<file path="src/rtl/mac_pkg.sv">
// ----------------------------------------------------------------------------
// mac_pkg
// Shared types, codes and reset values for the motion alarm controller.
// ----------------------------------------------------------------------------
package mac_pkg;

	// Default build parameters
	localparam int SAMPLE_BITS_DEF = 12;
	localparam int AXES_DEF        = 3;
	localparam int AXES_MAX        = 3;

	// Field and register widths
	localparam int MODE_W    = 2;
	localparam int PHASE_W   = 3;
	localparam int LIMIT_W   = 12;
	localparam int TICK_W    = 16;
	localparam int COUNT8_W  = 8;
	localparam int STEP_W    = 9;
	localparam int PERIOD_W  = 16;
	localparam int COMPARE_W = 15;
	localparam int CFG_IDX_W = 3;
	localparam int CFG_DAT_W = 16;

	// Register reset values
	localparam logic [LIMIT_W-1:0]  LIMIT_RST     = 12'd200;
	localparam logic [TICK_W-1:0]   HALF_RST      = 16'd500;
	localparam logic [COUNT8_W-1:0] CYCLES_RST    = 8'd60;
	localparam logic [TICK_W-1:0]   HOLDOFF_RST   = 16'd2000;
	localparam logic [COUNT8_W-1:0] BLINK_RST     = 8'd6;
	localparam logic [PERIOD_W-1:0] LOW_TONE_RST  = 16'd3494;
	localparam logic [PERIOD_W-1:0] HIGH_TONE_RST = 16'd1612;

	typedef enum logic [PHASE_W-1:0] {
		PH_OFF    = 3'd0,
		PH_ARMING = 3'd1,
		PH_ARMED  = 3'd2,
		PH_SIREN  = 3'd3,
		PH_HOLD   = 3'd4
	} phase_t;

	typedef enum logic [MODE_W-1:0] {
		MODE_TICK   = 2'd0,
		MODE_PRESS  = 2'd1,
		MODE_SAMPLE = 2'd2
	} mode_t;

	typedef enum logic [CFG_IDX_W-1:0] {
		CFG_LIMIT     = 3'd0,
		CFG_HALF      = 3'd1,
		CFG_CYCLES    = 3'd2,
		CFG_HOLDOFF   = 3'd3,
		CFG_BLINK     = 3'd4,
		CFG_LOW_TONE  = 3'd5,
		CFG_HIGH_TONE = 3'd6
	} cfg_idx_t;

	typedef struct packed {
		logic [PHASE_W-1:0]   phase;
		logic                 green_led;
		logic                 red_led;
		logic [PERIOD_W-1:0]  buzzer_period;
		logic [COMPARE_W-1:0] buzzer_compare;
		logic                 motion_seen;
	} rsp_t;

	// Status from the motion detector to the controller
	typedef struct packed {
		logic all_zero;
		logic motion;
	} det_t;

endpackage

</file>
<file path="src/rtl/mac_ifs.sv">
// ----------------------------------------------------------------------------
// mac_ifs
// Valid/ready channels for command transactions and result transactions.
// ----------------------------------------------------------------------------
interface mac_cmd_if #(
	parameter int SAMPLE_BITS = mac_pkg::SAMPLE_BITS_DEF
);
	logic                        valid;
	logic                        ready;
	logic [mac_pkg::MODE_W-1:0]  mode;
	logic [SAMPLE_BITS-1:0]      axis_x;
	logic [SAMPLE_BITS-1:0]      axis_y;
	logic [SAMPLE_BITS-1:0]      axis_z;

	modport source (output valid, output mode, output axis_x, output axis_y,
		output axis_z, input ready);
	modport sink (input valid, input mode, input axis_x, input axis_y,
		input axis_z, output ready);
endinterface

interface mac_rsp_if;
	logic                           valid;
	logic                           ready;
	logic [mac_pkg::PHASE_W-1:0]    phase;
	logic                           green_led;
	logic                           red_led;
	logic [mac_pkg::PERIOD_W-1:0]   buzzer_period;
	logic [mac_pkg::COMPARE_W-1:0]  buzzer_compare;
	logic                           motion_seen;

	modport source (output valid, output phase, output green_led, output red_led,
		output buzzer_period, output buzzer_compare, output motion_seen,
		input ready);
	modport sink (input valid, input phase, input green_led, input red_led,
		input buzzer_period, input buzzer_compare, input motion_seen,
		output ready);
endinterface

</file>
<file path="src/rtl/mac_motion_det.sv">
// ----------------------------------------------------------------------------
// mac_motion_det
// Per-axis absolute deviation check against the stored reference.
// ----------------------------------------------------------------------------
module mac_motion_det #(
	parameter int SAMPLE_BITS = mac_pkg::SAMPLE_BITS_DEF,
	parameter int AXES_USED   = mac_pkg::AXES_DEF
) (
	input  logic [AXES_USED-1:0][SAMPLE_BITS-1:0] sample,
	input  logic [AXES_USED-1:0][SAMPLE_BITS-1:0] refs,
	input  logic [mac_pkg::LIMIT_W-1:0]           limit,
	output mac_pkg::det_t                         status
);
	import mac_pkg::*;

	localparam int CMP_W = (SAMPLE_BITS > LIMIT_W) ? SAMPLE_BITS : LIMIT_W;

	logic [AXES_USED-1:0] over;
	logic [AXES_USED-1:0] nonzero;

	// Empty reference triple means the next sample becomes the reference
	always_comb begin
		logic [SAMPLE_BITS-1:0] mag;
		for (int i = 0; i < AXES_USED; i++) begin
			if (sample[i] >= refs[i]) begin
				mag = sample[i] - refs[i];
			end else begin
				mag = refs[i] - sample[i];
			end
			over[i]    = CMP_W'(mag) > CMP_W'(limit);
			nonzero[i] = |refs[i];
		end
	end

	assign status.all_zero = ~|nonzero;
	assign status.motion   = |over;

endmodule

</file>
<file path="src/rtl/motion_alarm_controller_core.sv">
// ----------------------------------------------------------------------------
// motion_alarm_controller_core
// Motion alarm: arming blink, reference capture, siren tones and holdoff.
// ----------------------------------------------------------------------------
// A result is registered from its command transaction into the output or skid entry.
// Throughput: one command transaction per cycle while the skid is empty; the whole
//   state update is a single pass of compare and counter logic into the state registers.
// A two-entry result buffer (output register plus skid) keeps commands flowing
//   while a result waits; command ready drops only when both entries are full.
// Reset (arst_n low): disarmed, references zero, counters zero, registers at
//   their default values, result buffer empty.
module motion_alarm_controller_core #(
	parameter int SAMPLE_BITS = mac_pkg::SAMPLE_BITS_DEF,
	parameter int AXES        = mac_pkg::AXES_DEF
) (
	input  logic                          clk,
	input  logic                          arst_n,
	mac_cmd_if.sink                       cmd,
	mac_rsp_if.source                     result,
	input  logic                          cfg_we,
	input  logic [mac_pkg::CFG_IDX_W-1:0] cfg_index,
	input  logic [mac_pkg::CFG_DAT_W-1:0] cfg_data
);
	import mac_pkg::*;

	// Only the first three axes exist on the command channel
	localparam int AXES_USED = (AXES < AXES_MAX) ? AXES : AXES_MAX;

	// ---------------------------------------------------------------- config
	logic [LIMIT_W-1:0]  limit_q;
	logic [TICK_W-1:0]   half_q;
	logic [COUNT8_W-1:0] cycles_q;
	logic [TICK_W-1:0]   holdoff_q;
	logic [COUNT8_W-1:0] blink_q;
	logic [PERIOD_W-1:0] low_tone_q;
	logic [PERIOD_W-1:0] high_tone_q;

	always_ff @(posedge clk or negedge arst_n) begin
		if (!arst_n) begin
			limit_q     <= LIMIT_RST;
			half_q      <= HALF_RST;
			cycles_q    <= CYCLES_RST;
			holdoff_q   <= HOLDOFF_RST;
			blink_q     <= BLINK_RST;
			low_tone_q  <= LOW_TONE_RST;
			high_tone_q <= HIGH_TONE_RST;
		end else if (cfg_we) begin
			// Indexes beyond the register list are dropped
			unique case (cfg_idx_t'(cfg_index))
				CFG_LIMIT:     limit_q     <= cfg_data[LIMIT_W-1:0];
				CFG_HALF:      half_q      <= cfg_data[TICK_W-1:0];
				CFG_CYCLES:    cycles_q    <= cfg_data[COUNT8_W-1:0];
				CFG_HOLDOFF:   holdoff_q   <= cfg_data[TICK_W-1:0];
				CFG_BLINK:     blink_q     <= cfg_data[COUNT8_W-1:0];
				CFG_LOW_TONE:  low_tone_q  <= cfg_data[PERIOD_W-1:0];
				CFG_HIGH_TONE: high_tone_q <= cfg_data[PERIOD_W-1:0];
				default: ;
			endcase
		end
	end

	// ---------------------------------------------------------------- state
	phase_t                               phase_q, phase_d;
	logic [AXES_USED-1:0][SAMPLE_BITS-1:0] ref_q, ref_d;
	logic [TICK_W-1:0]                    tick_q, tick_d;
	logic [STEP_W-1:0]                    step_q, step_d;
	logic                                 green_q, green_d;
	logic                                 high_q, high_d;
	logic                                 seen_d;

	logic                                 accept;

	// Sample lanes: pick the used axes off the channel
	logic [AXES_MAX-1:0][SAMPLE_BITS-1:0] all_axes;
	logic [AXES_USED-1:0][SAMPLE_BITS-1:0] sample;
	det_t                                 det;

	assign all_axes = {cmd.axis_z, cmd.axis_y, cmd.axis_x};

	always_comb begin
		for (int i = 0; i < AXES_USED; i++) begin
			sample[i] = all_axes[i];
		end
	end

	// While the references are empty, compare against the sample itself
	logic [AXES_USED-1:0][SAMPLE_BITS-1:0] cmp_ref;
	assign cmp_ref = det.all_zero ? sample : ref_q;

	// Alarm decision against the effective reference
	det_t det_eff;

	mac_motion_det #(
		.SAMPLE_BITS (SAMPLE_BITS),
		.AXES_USED   (AXES_USED)
	) u_det_eff (
		.sample (sample),
		.refs   (cmp_ref),
		.limit  (limit_q),
		.status (det_eff)
	);

	// Reference emptiness depends on the stored triple only
	always_comb begin
		det.all_zero = 1'b1;
		det.motion   = 1'b0;
		for (int i = 0; i < AXES_USED; i++) begin
			if (|ref_q[i]) begin
				det.all_zero = 1'b0;
			end
		end
	end

	// Half-period and holdoff timers share one tick counter
	logic [TICK_W-1:0] tick_inc;
	logic [STEP_W-1:0] step_inc;
	logic              half_done;
	logic              hold_done;

	assign tick_inc  = tick_q + 1'b1;
	assign step_inc  = step_q + 1'b1;
	assign half_done = (tick_inc >= half_q) || (tick_inc == '0);
	assign hold_done = (tick_inc >= holdoff_q) || (tick_inc == '0);

	always_comb begin
		phase_d = phase_q;
		ref_d   = ref_q;
		tick_d  = tick_q;
		step_d  = step_q;
		green_d = green_q;
		high_d  = high_q;
		seen_d  = 1'b0;

		unique case (mode_t'(cmd.mode))
			MODE_TICK: begin
				unique case (phase_q)
					PH_ARMING: begin
						if (half_done) begin
							tick_d = '0;
							if (step_q >= STEP_W'(blink_q)) begin
								// Blink sequence done: arm with green on
								phase_d = PH_ARMED;
								green_d = 1'b1;
								step_d  = '0;
							end else begin
								green_d = ~green_q;
								step_d  = step_inc;
							end
						end else begin
							tick_d = tick_inc;
						end
					end
					PH_SIREN: begin
						if (half_done) begin
							tick_d = '0;
							if (!high_q) begin
								high_d = 1'b1;
							end else begin
								// End of a low/high pair
								high_d = 1'b0;
								if (step_inc >= STEP_W'(cycles_q)) begin
									step_d  = '0;
									phase_d = (holdoff_q == '0) ? PH_ARMED : PH_HOLD;
								end else begin
									step_d = step_inc;
								end
							end
						end else begin
							tick_d = tick_inc;
						end
					end
					PH_HOLD: begin
						if (hold_done) begin
							tick_d  = '0;
							phase_d = PH_ARMED;
						end else begin
							tick_d = tick_inc;
						end
					end
					default: ;
				endcase
			end
			MODE_PRESS: begin
				tick_d = '0;
				if (phase_q == PH_OFF) begin
					if (blink_q == '0) begin
						phase_d = PH_ARMED;
						green_d = 1'b1;
						step_d  = '0;
					end else begin
						phase_d = PH_ARMING;
						green_d = ~green_q;
						step_d  = STEP_W'(1);
					end
				end else begin
					// Silencing the siren also forgets the references
					if (phase_q == PH_SIREN) begin
						ref_d = '0;
					end
					phase_d = PH_OFF;
					green_d = 1'b0;
					high_d  = 1'b0;
					step_d  = '0;
				end
			end
			MODE_SAMPLE: begin
				if (phase_q == PH_ARMED) begin
					if (det.all_zero) begin
						ref_d = sample;
					end
					if (det_eff.motion) begin
						phase_d = PH_SIREN;
						high_d  = 1'b0;
						tick_d  = '0;
						step_d  = '0;
						seen_d  = 1'b1;
					end
				end
			end
			default: ;
		endcase
	end

	always_ff @(posedge clk or negedge arst_n) begin
		if (!arst_n) begin
			phase_q <= PH_OFF;
			ref_q   <= '0;
			tick_q  <= '0;
			step_q  <= '0;
			green_q <= 1'b0;
			high_q  <= 1'b0;
		end else if (accept) begin
			phase_q <= phase_d;
			ref_q   <= ref_d;
			tick_q  <= tick_d;
			step_q  <= step_d;
			green_q <= green_d;
			high_q  <= high_d;
		end
	end

	// ---------------------------------------------------------------- result
	rsp_t                rsp_d;
	logic [PERIOD_W-1:0] period_d;
	logic                siren_d;

	assign siren_d  = (phase_d == PH_SIREN);
	assign period_d = siren_d ? (high_d ? high_tone_q : low_tone_q) : '0;

	always_comb begin
		rsp_d.phase          = phase_d;
		rsp_d.green_led      = green_d;
		rsp_d.red_led        = siren_d && !high_d;
		rsp_d.buzzer_period  = period_d;
		rsp_d.buzzer_compare = period_d[PERIOD_W-1:1];
		rsp_d.motion_seen    = seen_d;
	end

	// Output register plus skid entry
	logic out_valid_q;
	logic skid_valid_q;
	rsp_t out_q;
	rsp_t skid_q;
	logic pop;

	assign cmd.ready = !skid_valid_q;
	assign accept    = cmd.valid && cmd.ready;
	assign pop       = out_valid_q && result.ready;

	always_ff @(posedge clk or negedge arst_n) begin
		if (!arst_n) begin
			out_valid_q  <= 1'b0;
			skid_valid_q <= 1'b0;
		end else if (skid_valid_q) begin
			// Drain the skid entry first; no transaction is taken meanwhile
			if (pop) begin
				skid_valid_q <= 1'b0;
			end
		end else if (accept) begin
			if (out_valid_q && !pop) begin
				skid_valid_q <= 1'b1;
			end else begin
				out_valid_q <= 1'b1;
			end
		end else if (pop) begin
			out_valid_q <= 1'b0;
		end
	end

	always_ff @(posedge clk) begin
		if (skid_valid_q) begin
			if (pop) begin
				out_q <= skid_q;
			end
		end else if (accept) begin
			if (out_valid_q && !pop) begin
				skid_q <= rsp_d;
			end else begin
				out_q <= rsp_d;
			end
		end
	end

	assign result.valid          = out_valid_q;
	assign result.phase          = out_q.phase;
	assign result.green_led      = out_q.green_led;
	assign result.red_led        = out_q.red_led;
	assign result.buzzer_period  = out_q.buzzer_period;
	assign result.buzzer_compare = out_q.buzzer_compare;
	assign result.motion_seen    = out_q.motion_seen;

endmodule

</file>
<file path="src/flat_wrapper.sv">
// flat-port wrapper written by rule: the top's interface ports become plain ports
module motion_alarm_controller_core_flat import mac_pkg::*;
#(
	parameter int SAMPLE_BITS = mac_pkg::SAMPLE_BITS_DEF,
	parameter int AXES        = mac_pkg::AXES_DEF
)
  (clk, arst_n, cfg_we, cfg_index, cfg_data, cmd_valid, cmd_mode, cmd_axis_x, cmd_axis_y, cmd_axis_z, cmd_ready, result_valid, result_phase, result_green_led, result_red_led, result_buzzer_period, result_buzzer_compare, result_motion_seen, result_ready);
  mac_cmd_if #(.SAMPLE_BITS(SAMPLE_BITS)) cmd_i ();
  mac_rsp_if result_i ();
  input  logic clk;
  input  logic arst_n;
  input  logic cfg_we;
  input  logic [mac_pkg::CFG_IDX_W-1:0] cfg_index;
  input  logic [mac_pkg::CFG_DAT_W-1:0] cfg_data;
  input wire logic [$bits(cmd_i.valid)-1:0] cmd_valid;
  input wire logic [$bits(cmd_i.mode)-1:0] cmd_mode;
  input wire logic [$bits(cmd_i.axis_x)-1:0] cmd_axis_x;
  input wire logic [$bits(cmd_i.axis_y)-1:0] cmd_axis_y;
  input wire logic [$bits(cmd_i.axis_z)-1:0] cmd_axis_z;
  output wire logic [$bits(cmd_i.ready)-1:0] cmd_ready;
  output wire logic [$bits(result_i.valid)-1:0] result_valid;
  output wire logic [$bits(result_i.phase)-1:0] result_phase;
  output wire logic [$bits(result_i.green_led)-1:0] result_green_led;
  output wire logic [$bits(result_i.red_led)-1:0] result_red_led;
  output wire logic [$bits(result_i.buzzer_period)-1:0] result_buzzer_period;
  output wire logic [$bits(result_i.buzzer_compare)-1:0] result_buzzer_compare;
  output wire logic [$bits(result_i.motion_seen)-1:0] result_motion_seen;
  input wire logic [$bits(result_i.ready)-1:0] result_ready;
  assign cmd_i.valid = cmd_valid;
  assign cmd_i.mode = cmd_mode;
  assign cmd_i.axis_x = cmd_axis_x;
  assign cmd_i.axis_y = cmd_axis_y;
  assign cmd_i.axis_z = cmd_axis_z;
  assign cmd_ready = cmd_i.ready;
  assign result_valid = result_i.valid;
  assign result_phase = result_i.phase;
  assign result_green_led = result_i.green_led;
  assign result_red_led = result_i.red_led;
  assign result_buzzer_period = result_i.buzzer_period;
  assign result_buzzer_compare = result_i.buzzer_compare;
  assign result_motion_seen = result_i.motion_seen;
  assign result_i.ready = result_ready;
  motion_alarm_controller_core #(.SAMPLE_BITS(SAMPLE_BITS), .AXES(AXES)) u_core (.clk(clk), .arst_n(arst_n), .cmd(cmd_i), .result(result_i), .cfg_we(cfg_we), .cfg_index(cfg_index), .cfg_data(cfg_data));
endmodule
</file>
<file path="config.mk">
export PLATFORM = sky130hd
export DESIGN_NAME = motion_alarm_controller_core_flat
export DESIGN_NICKNAME = d
export VERILOG_FILES = /design/src/rtl/mac_pkg.sv /design/src/rtl/mac_ifs.sv /design/src/rtl/mac_motion_det.sv /design/src/rtl/motion_alarm_controller_core.sv /design/src/flat_wrapper.sv
export SDC_FILE = /design/constraint.sdc
export NUM_CORES = 1
export LEC_CHECK = 0
export BUFFER_PORTS_ARGS = -buffer_cell sky130_fd_sc_hd__buf_2
export CAP_MARGIN = 20
export CORE_UTILIZATION = 50
export DETAILED_ROUTE_END_ITERATION = 6
export PLACE_DENSITY = 0.68
export SLEW_MARGIN = 5
export SYNTH_ARGS = -nofsm -noshare
export SYNTH_HDL_FRONTEND = slang
export SYNTH_SLANG_ARGS = --single-unit
</file>
<file path="constraint.sdc">
create_clock -name clk -period 14.95 [get_ports clk]
set_clock_uncertainty 0.15 [all_clocks]
set_input_delay 0.7475 -clock clk [delete_from_list [all_inputs] [get_ports clk]]
set_output_delay 0.7475 -clock clk [all_outputs]
set_load 0.005 [all_outputs]
</file>
==> results.sh, run 1 <==
export IMPL_post_route_period_util_pct=58.5
export IMPL_setup_viol=0
export IMPL_grt_max_degree=102
export IMPL_vdd_drop_max_v=0.000144
export IMPL_start_util_pct=51.2
export IMPL_crit_fanout=34
export IMPL_globalplace_congestion=0.905
export IMPL_final_cell_mix="nand2_1 (170), ha_1 (160), inv_1 (155)"
export IMPL_cts_root_buffer_cell="clkbuf_16"
export IMPL_fin_ws_ns=6.20
export IMPL_hp_class="in -> async"
export IMPL_yosysWarnings=0
export IMPL_end_kind="flop"
export IMPL_ioPinCount=101
export IMPL_finalSetupTns_ns=0
export IMPL_die_w_um=174
export IMPL_muxShareOfSynthArea_pct=6.34
export IMPL_wire_per_inst_um=17.7
export IMPL_synth_xor_area_share_pct=2.91
export IMPL_route_detailed_drc=0
export IMPL_vias_per_cell=5.72
export IMPL_synth_edf_count=44
export IMPL_rr_endpoint="u_core.result.buzzer_period[0]"
export IMPL_clk_latency_ns=0.54
export IMPL_finalHoldViolations=0
export IMPL_diodes=0
export IMPL_crit_type="reg -> reg"
export IMPL_first_pass_iters=5
export IMPL_port_buffers=100
export IMPL_place_ws_ns=6.28
export IMPL_synthCells=1587
export IMPL_synth_nets=1815
export IMPL_row_count=62
export IMPL_area_growth_syn_to_layout_pct=11.0
export IMPL_tightest_slew_ns=1.06
export IMPL_rr_worst_depth=24
export IMPL_die_area_um2=30200
export IMPL_status="completed"
export IMPL_grt_setup_unrepaired="false"
export IMPL_avgSynthCellArea_um2=9.30
export IMPL_place_hpwl_um=26700
export IMPL_die_h_um=174
export IMPL_arrival_ns=8.87
export IMPL_drive_gt1_share_pct=18.7
export IMPL_h_tree_depth=1
export IMPL_synth_simple_gate_area_share_pct=13.8
export IMPL_hold_buffers=0
export IMPL_ant_nets=0
export IMPL_wl_um=36300
export IMPL_synthAdderAreaFrac_pct=14.4
export IMPL_synth_flop_cell="dfrtp_1"
export IMPL_synth_ff_latch_count=204
export IMPL_netlist_area_um2=14800
export IMPL_drv_cap=0
export IMPL_cts_buffer_depth=3
export IMPL_final_min_clock_period_ns=8.75
export IMPL_powerDensity_nw_per_um2=222
export IMPL_grt_pass1_vias=11500
export IMPL_coreArea_um2=28900
export IMPL_cts_clk_slew_worst_paths_ns=0.06
export IMPL_startpoint_type="flop"
export IMPL_utilization_pct=56.8
export IMPL_crit_path_end="u_core.result.buzzer_period[0]"
export IMPL_synth_seq_area_share_pct=36.4
export IMPL_synth_compound_area_share_pct=19.6
export IMPL_startpoint="u_core.ref_q[4]"
export IMPL_max_slew_margin_rel_pct=29.5
export IMPL_slew_viol_final=0
export IMPL_fin_nets=1881
export IMPL_grt_pass1_wl_um=58600
export IMPL_cts_repair_resized=0
export IMPL_critPathRequiredTime_ns=15.07
export IMPL_cts_tree="done"
export IMPL_cts_num_sinks=204
export IMPL_drt_initial_drc_count=751
export IMPL_synth_top_family_by_area="compound AO/OA/AOI/OAI gates"
export IMPL_final_common_cell="nand2_1"
export IMPL_post_cts_buffers=0
export IMPL_r2r_start="u_core.ref_q[4]"
export IMPL_numCtsBuffers=25
export IMPL_grt_overflow=0
export IMPL_timing_fmax_mhz=114
export IMPL_track_usage_pct=23.9
export IMPL_antenna_found_initial=0
export IMPL_leakagePower_nw=7.84
export IMPL_num_vias=11800
export IMPL_postSynth_asyncResetShare_pct=78.4
export IMPL_synth_cell_types=79
export IMPL_r2r_slack_ns=6.20
## per-layer routing
| metal | vias to the layer above | track usage [%] | part of all wire (%) | wire, um |
|---|---|---|---|---|
| li1 | 5777 | - | - | - |
| met1 | 5648 | 32.0 | 46 | 16500 |
| met2 | 272 | 40.3 | 47 | 17200 |
| met3 | 71 | 3.09 | 4.8 | 1730 |
| met4 | 0 | 7.16 | 2.5 | 901 |
| met5 | - | 0 | 0 | 0 |
## critical path, cell delays in order, from the launching register on
cell and delay [ns]:
dfrtp_1 0.38, nor4_1 0.36, nand4_1 0.25, nor3_2 0.79, buf_4 0.41, a21oi_1 0.13, ha_1 0.36, a2111oi_0 0.72
nand2_1 0.15, o211ai_1 0.73, buf_4 0.32, mux2_2 0.35, a211oi_1 0.25, xnor2_1 0.16, ha_1 0.27, a21oi_1 0.14
nand2_1 0.07, a21o_1 0.17, o31a_1 0.28, nor3_1 0.44, nor3b_1 0.16, o41ai_1 0.59, or3_1 0.20, buf_4 0.43
o21ai_0 0.18
## Yosys cell counts, types with 15 or more instances
library cell    n  area [um2]
nand4_1        26         163
xor2_1         16         140
nor4_1         19         119
xnor2_1        33         289
inv_1         155         582
edfxtp_1       44        1320
mux2i_1        26         260
a211oi_1       16         120
ha_1          160        2000
or3b_2         15         131
nand2_1       170         638
dfrtp_1       127        3180
a22o_1         15         131
clkbuf_1       53         199
nand2b_1       20         125
nor2_1         25        93.8
o21ai_0       153         766
a21o_1         58         435
a21oi_1       106         531
mux2_2         60         676
nor2b_1        17         106
nor3_1         18        90.1
dfstp_2        33         867
nand3_1        31         155
buf_4          15         113
## kinds of logic (layout without fill, tap and decap cells)
family	after synthesis	in the layout
flip-flops	204	204
adder cells (fa/ha/maj)	166	166
AO/OA/AOI/OAI	452	452
buffers and inverters	236	321
multiplexers	86	86
AND/OR/NAND/NOR	394	394
XOR/XNOR	49	49
## where the power goes
| group | switching [mW] | internal, mW | leakage, nW |
|---|---|---|---|
| clock | 0.240 | 0.363 | 0.409 |
| combinational | 1.27 | 0.935 | 5.02 |
| sequential | 0.0900 | 0.731 | 2.41 |
| total | 1.60 | 2.03 | 7.84 |
## worst min-delay path by stage
stage               slack (ns)                   from                endpoint  cells after the start
floorplan                 0.30                 arst_n       u_core.blink_q[0]                      0
global placement          0.33  u_core.high_tone_q[0]   u_core.high_tone_q[0]                      1
detailed placement        0.34  u_core.high_tone_q[7]   u_core.high_tone_q[7]                      1
CTS                       0.23                 arst_n   u_core.low_tone_q[14]                      1
global route              0.25           result_ready     u_core.skid_valid_q                      2
finish                     0.1                 arst_n  u_core.high_tone_q[14]                      1
## cell type report
type | count | area (um2)
timing repair buffer | 120 | 683
tap | 384 | 480
clock inverter | 11 | 118
multi-input combinational | 1147 | 8450
inverter | 155 | 582
fill | 2582 | 12500
clock buffer | 35 | 703
sequential | 204 | 5370
## state kept, by name, summed over array words and instances (netlist names), 3 cells and up
register,count
u_core.ref_q,36
u_core.skid_q,22
u_core.half_q,16
u_core.high_tone_q,16
u_core.holdoff_q,16
u_core.low_tone_q,16
u_core.tick_q,16
u_core.result.buzzer_compare,15
u_core.limit_q,12
u_core.step_q,9
u_core.blink_q,8
u_core.cycles_q,8
u_core.phase_q,3
u_core.result.phase,3
## per-stage QoR
step | std cells | hold WS [ns] | power (mW) | area [um2]
global route | 2056 | 0.249 | 3.95 | 16400
finish | 2056 | 0.0971 | 3.63 | 16400
global placement | 2006 | 0.331 | 2.96 | 15500
detailed placement | 2008 | 0.339 | 3.01 | 15500
CTS | 2054 | 0.227 | 3.64 | 16400
floorplan | 1587 | 0.302 | 2.47 | 14800
(Power assumes the default switching activity.)
==> run 2, diff against run 1 <==
clock period = 8.2 ns   (was 14.95 ns; I/O delays follow)
==> results.sh, run 2 (synthesis results as in run 1) <==
export IMPL_place_hpwl_um=27000
export IMPL_post_route_period_util_pct=93.1
export IMPL_slew_viol_final=0
export IMPL_largest_reg_flops=36
export IMPL_grt_setup_unrepaired="false"
export IMPL_die_w_um=174
export IMPL_coreArea_um2=28900
export IMPL_grt_overflow=0
export IMPL_ioPinCount=101
export IMPL_r2r_start="u_core.ref_q[4]"
export IMPL_vdd_drop_max_v=0.000270
export IMPL_num_vias=11800
export IMPL_fin_nets=1887
export IMPL_grt_max_degree=82
export IMPL_row_count=62
export IMPL_hp_class="in -> reg"
export IMPL_grt_pass1_vias=11600
export IMPL_final_min_clock_period_ns=7.64
export IMPL_fin_ws_ns=0.564
export IMPL_finalHoldViolations=0
export IMPL_clk_latency_ns=0.54
export IMPL_final_common_cell="nand2_1"
export IMPL_crit_fanout=34
export IMPL_cts_root_buffer_cell="clkbuf_16"
export IMPL_status="completed"
export IMPL_timing_fmax_mhz=131
export IMPL_grt_pass1_wl_um=58900
export IMPL_antenna_found_initial=0
export IMPL_route_detailed_drc=0
export IMPL_first_pass_iters=5
export IMPL_path_depth=27
export IMPL_top_register="u_core.ref_q"
export IMPL_reg_top3="u_core.ref_q x36, u_core.skid_q x22"
export IMPL_startpoint="u_core.ref_q[4]"
export IMPL_tightest_slew_ns=0.981
export IMPL_post_cts_buffers=0
export IMPL_cts_tree="done"
export IMPL_globalplace_congestion=0.921
export IMPL_critical_path_max_stage_delay_ns=0.49
export IMPL_critPathRequiredTime_ns=8.30
export IMPL_crit_type="reg -> reg"
export IMPL_arrival_ns=7.74
export IMPL_slowest_stage="nor3_2"
export IMPL_startpoint_type="flop"
export IMPL_leakagePower_nw=7.88
export IMPL_port_buffers=100
export IMPL_drt_initial_drc_count=845
export IMPL_wire_per_inst_um=17.7
export IMPL_area_growth_syn_to_layout_pct=11.8
export IMPL_finalSetupTns_ns=0
export IMPL_final_fill_count=2548
export IMPL_path_common_cell="o21ai_0"
export IMPL_cts_num_sinks=204
export IMPL_setup_viol=0
export IMPL_powerDensity_nw_per_um2=407
export IMPL_rr_worst_depth=27
export IMPL_h_tree_depth=1
export IMPL_die_area_um2=30200
export IMPL_vias_per_cell=5.74
export IMPL_end_kind="flop"
export IMPL_diodes=0
export IMPL_rr_endpoint="u_core.result.buzzer_compare[0]"
export IMPL_final_cell_mix="nand2_1 (170), ha_1 (160), inv_1 (155)"
export IMPL_crit_family="simple AND/OR/NAND/NOR gates"
export IMPL_path_buf_inv=4
export IMPL_p_total_mw=6.72
export IMPL_r2r_slack_ns=0.56
export IMPL_cts_clk_slew_worst_paths_ns=0.06
export IMPL_wl_um=36500
export IMPL_place_ws_ns=0.587
export IMPL_crit_path_end="u_core.result.buzzer_compare[0]"
export IMPL_start_util_pct=51.2
export IMPL_drv_cap=0
export IMPL_drive_gt1_share_pct=19.4
export IMPL_numCtsBuffers=25
export IMPL_track_usage_pct=24.0
export IMPL_max_slew_margin_rel_pct=34.2
export IMPL_ant_nets=0
export IMPL_cts_buffer_depth=3
export IMPL_die_h_um=174
-- run 2: cell types whose count changed in the layout (fill, tap and decap cells not counted), sizes merged --
cell / change
clkinvlp: +4
dlygate4sd3: +2
inv: +7
clkinv: -5
clkbuf: -6
buf: +4
-- run 2: cell type report --
cell class              count  area (um2)  share of cell area [%]
well taps                 384         480                    2.91
clock buffers              29         703                    4.26
multi-input cells        1147        8460                    51.2
flip-flops and latches    204        5370                    32.5
inverters                 155         582                    3.53
clock inverters            17         180                    1.09
repair buffers            126         734                    4.45
-- run 2: repair_timing --
action	CTS	global route
hold endpoints to repair	61	0
gates resized for setup	0	1
hold buffers	2	0
endpoints found under the setup margin	0	2
-- run 2: worst min-delay path by stage --
stage                     slack [ns]                    end  cells after the start             startpoint
after global placement          0.33  u_core.high_tone_q[4]                      1  u_core.high_tone_q[4]
after CTS                      0.004      u_core.half_q[12]                      3           cfg_data[12]
after floorplan                -0.04      u_core.blink_q[0]                      0                 arst_n
after global routing            0.03  u_core.low_tone_q[12]                      2           cfg_data[12]
after detailed placement        0.34  u_core.high_tone_q[1]                      1  u_core.high_tone_q[1]
final                           0.01      u_core.half_q[12]                      3           cfg_data[12]
-- run 2: layer usage --
metal  share of wire (%)  GRT usage, %  vias up
li1                    -             -     5785
met1                  46          32.9     5727
met2                  47          40.4      272
met3                 4.7          2.68       56
met4                 2.2          5.88        0
met5                   0             0        -
-- run 2: power breakdown --
group          switching [mW]  total (mW)  internal [mW]  leakage [nW]
Clock                   0.477        1.17          0.691         0.426
Sequential              0.162        1.49           1.33          2.41
Combinational            2.32        4.06           1.73          5.05
-- run 2: stage by stage --
step	cell area, um2	util (%)	hold WS, ns	cells
2_1_floorplan	14800	-	-0.0356	1587
3_3_place_gp	15500	53.9	0.331	2012
3_5_place_dp	15500	53.9	0.339	2012
4_1_cts	16500	57.0	0.00415	2060
5_1_grt	16500	57.2	0.0335	2062
6_report	16500	57.2	0.0142	2062
-- run 2: worst register-to-register path, cell delays in order, from the launching register on --
cell	delay (ns)
dfrtp_1	0.39
nor4_1	0.42
nand4_1	0.29
nor3_2	0.49
a21oi_1	0.21
inv_1	0.10
ha_1	0.28
nor2b_1	0.15
o21ai_0	0.20
a21boi_0	0.12
o21ai_0	0.24
a21oi_1	0.17
o211ai_1	0.40
buf_4	0.32
mux2i_1	0.31
o21ai_0	0.14
a211oi_1	0.37
ha_1	0.21
nand4_1	0.14
or3_1	0.39
o31a_1	0.13
nor3_1	0.36
nor3b_1	0.16
o41ai_1	0.34
buf_4	0.18
or3_1	0.10
buf_4	0.43
o21ai_0	0.18
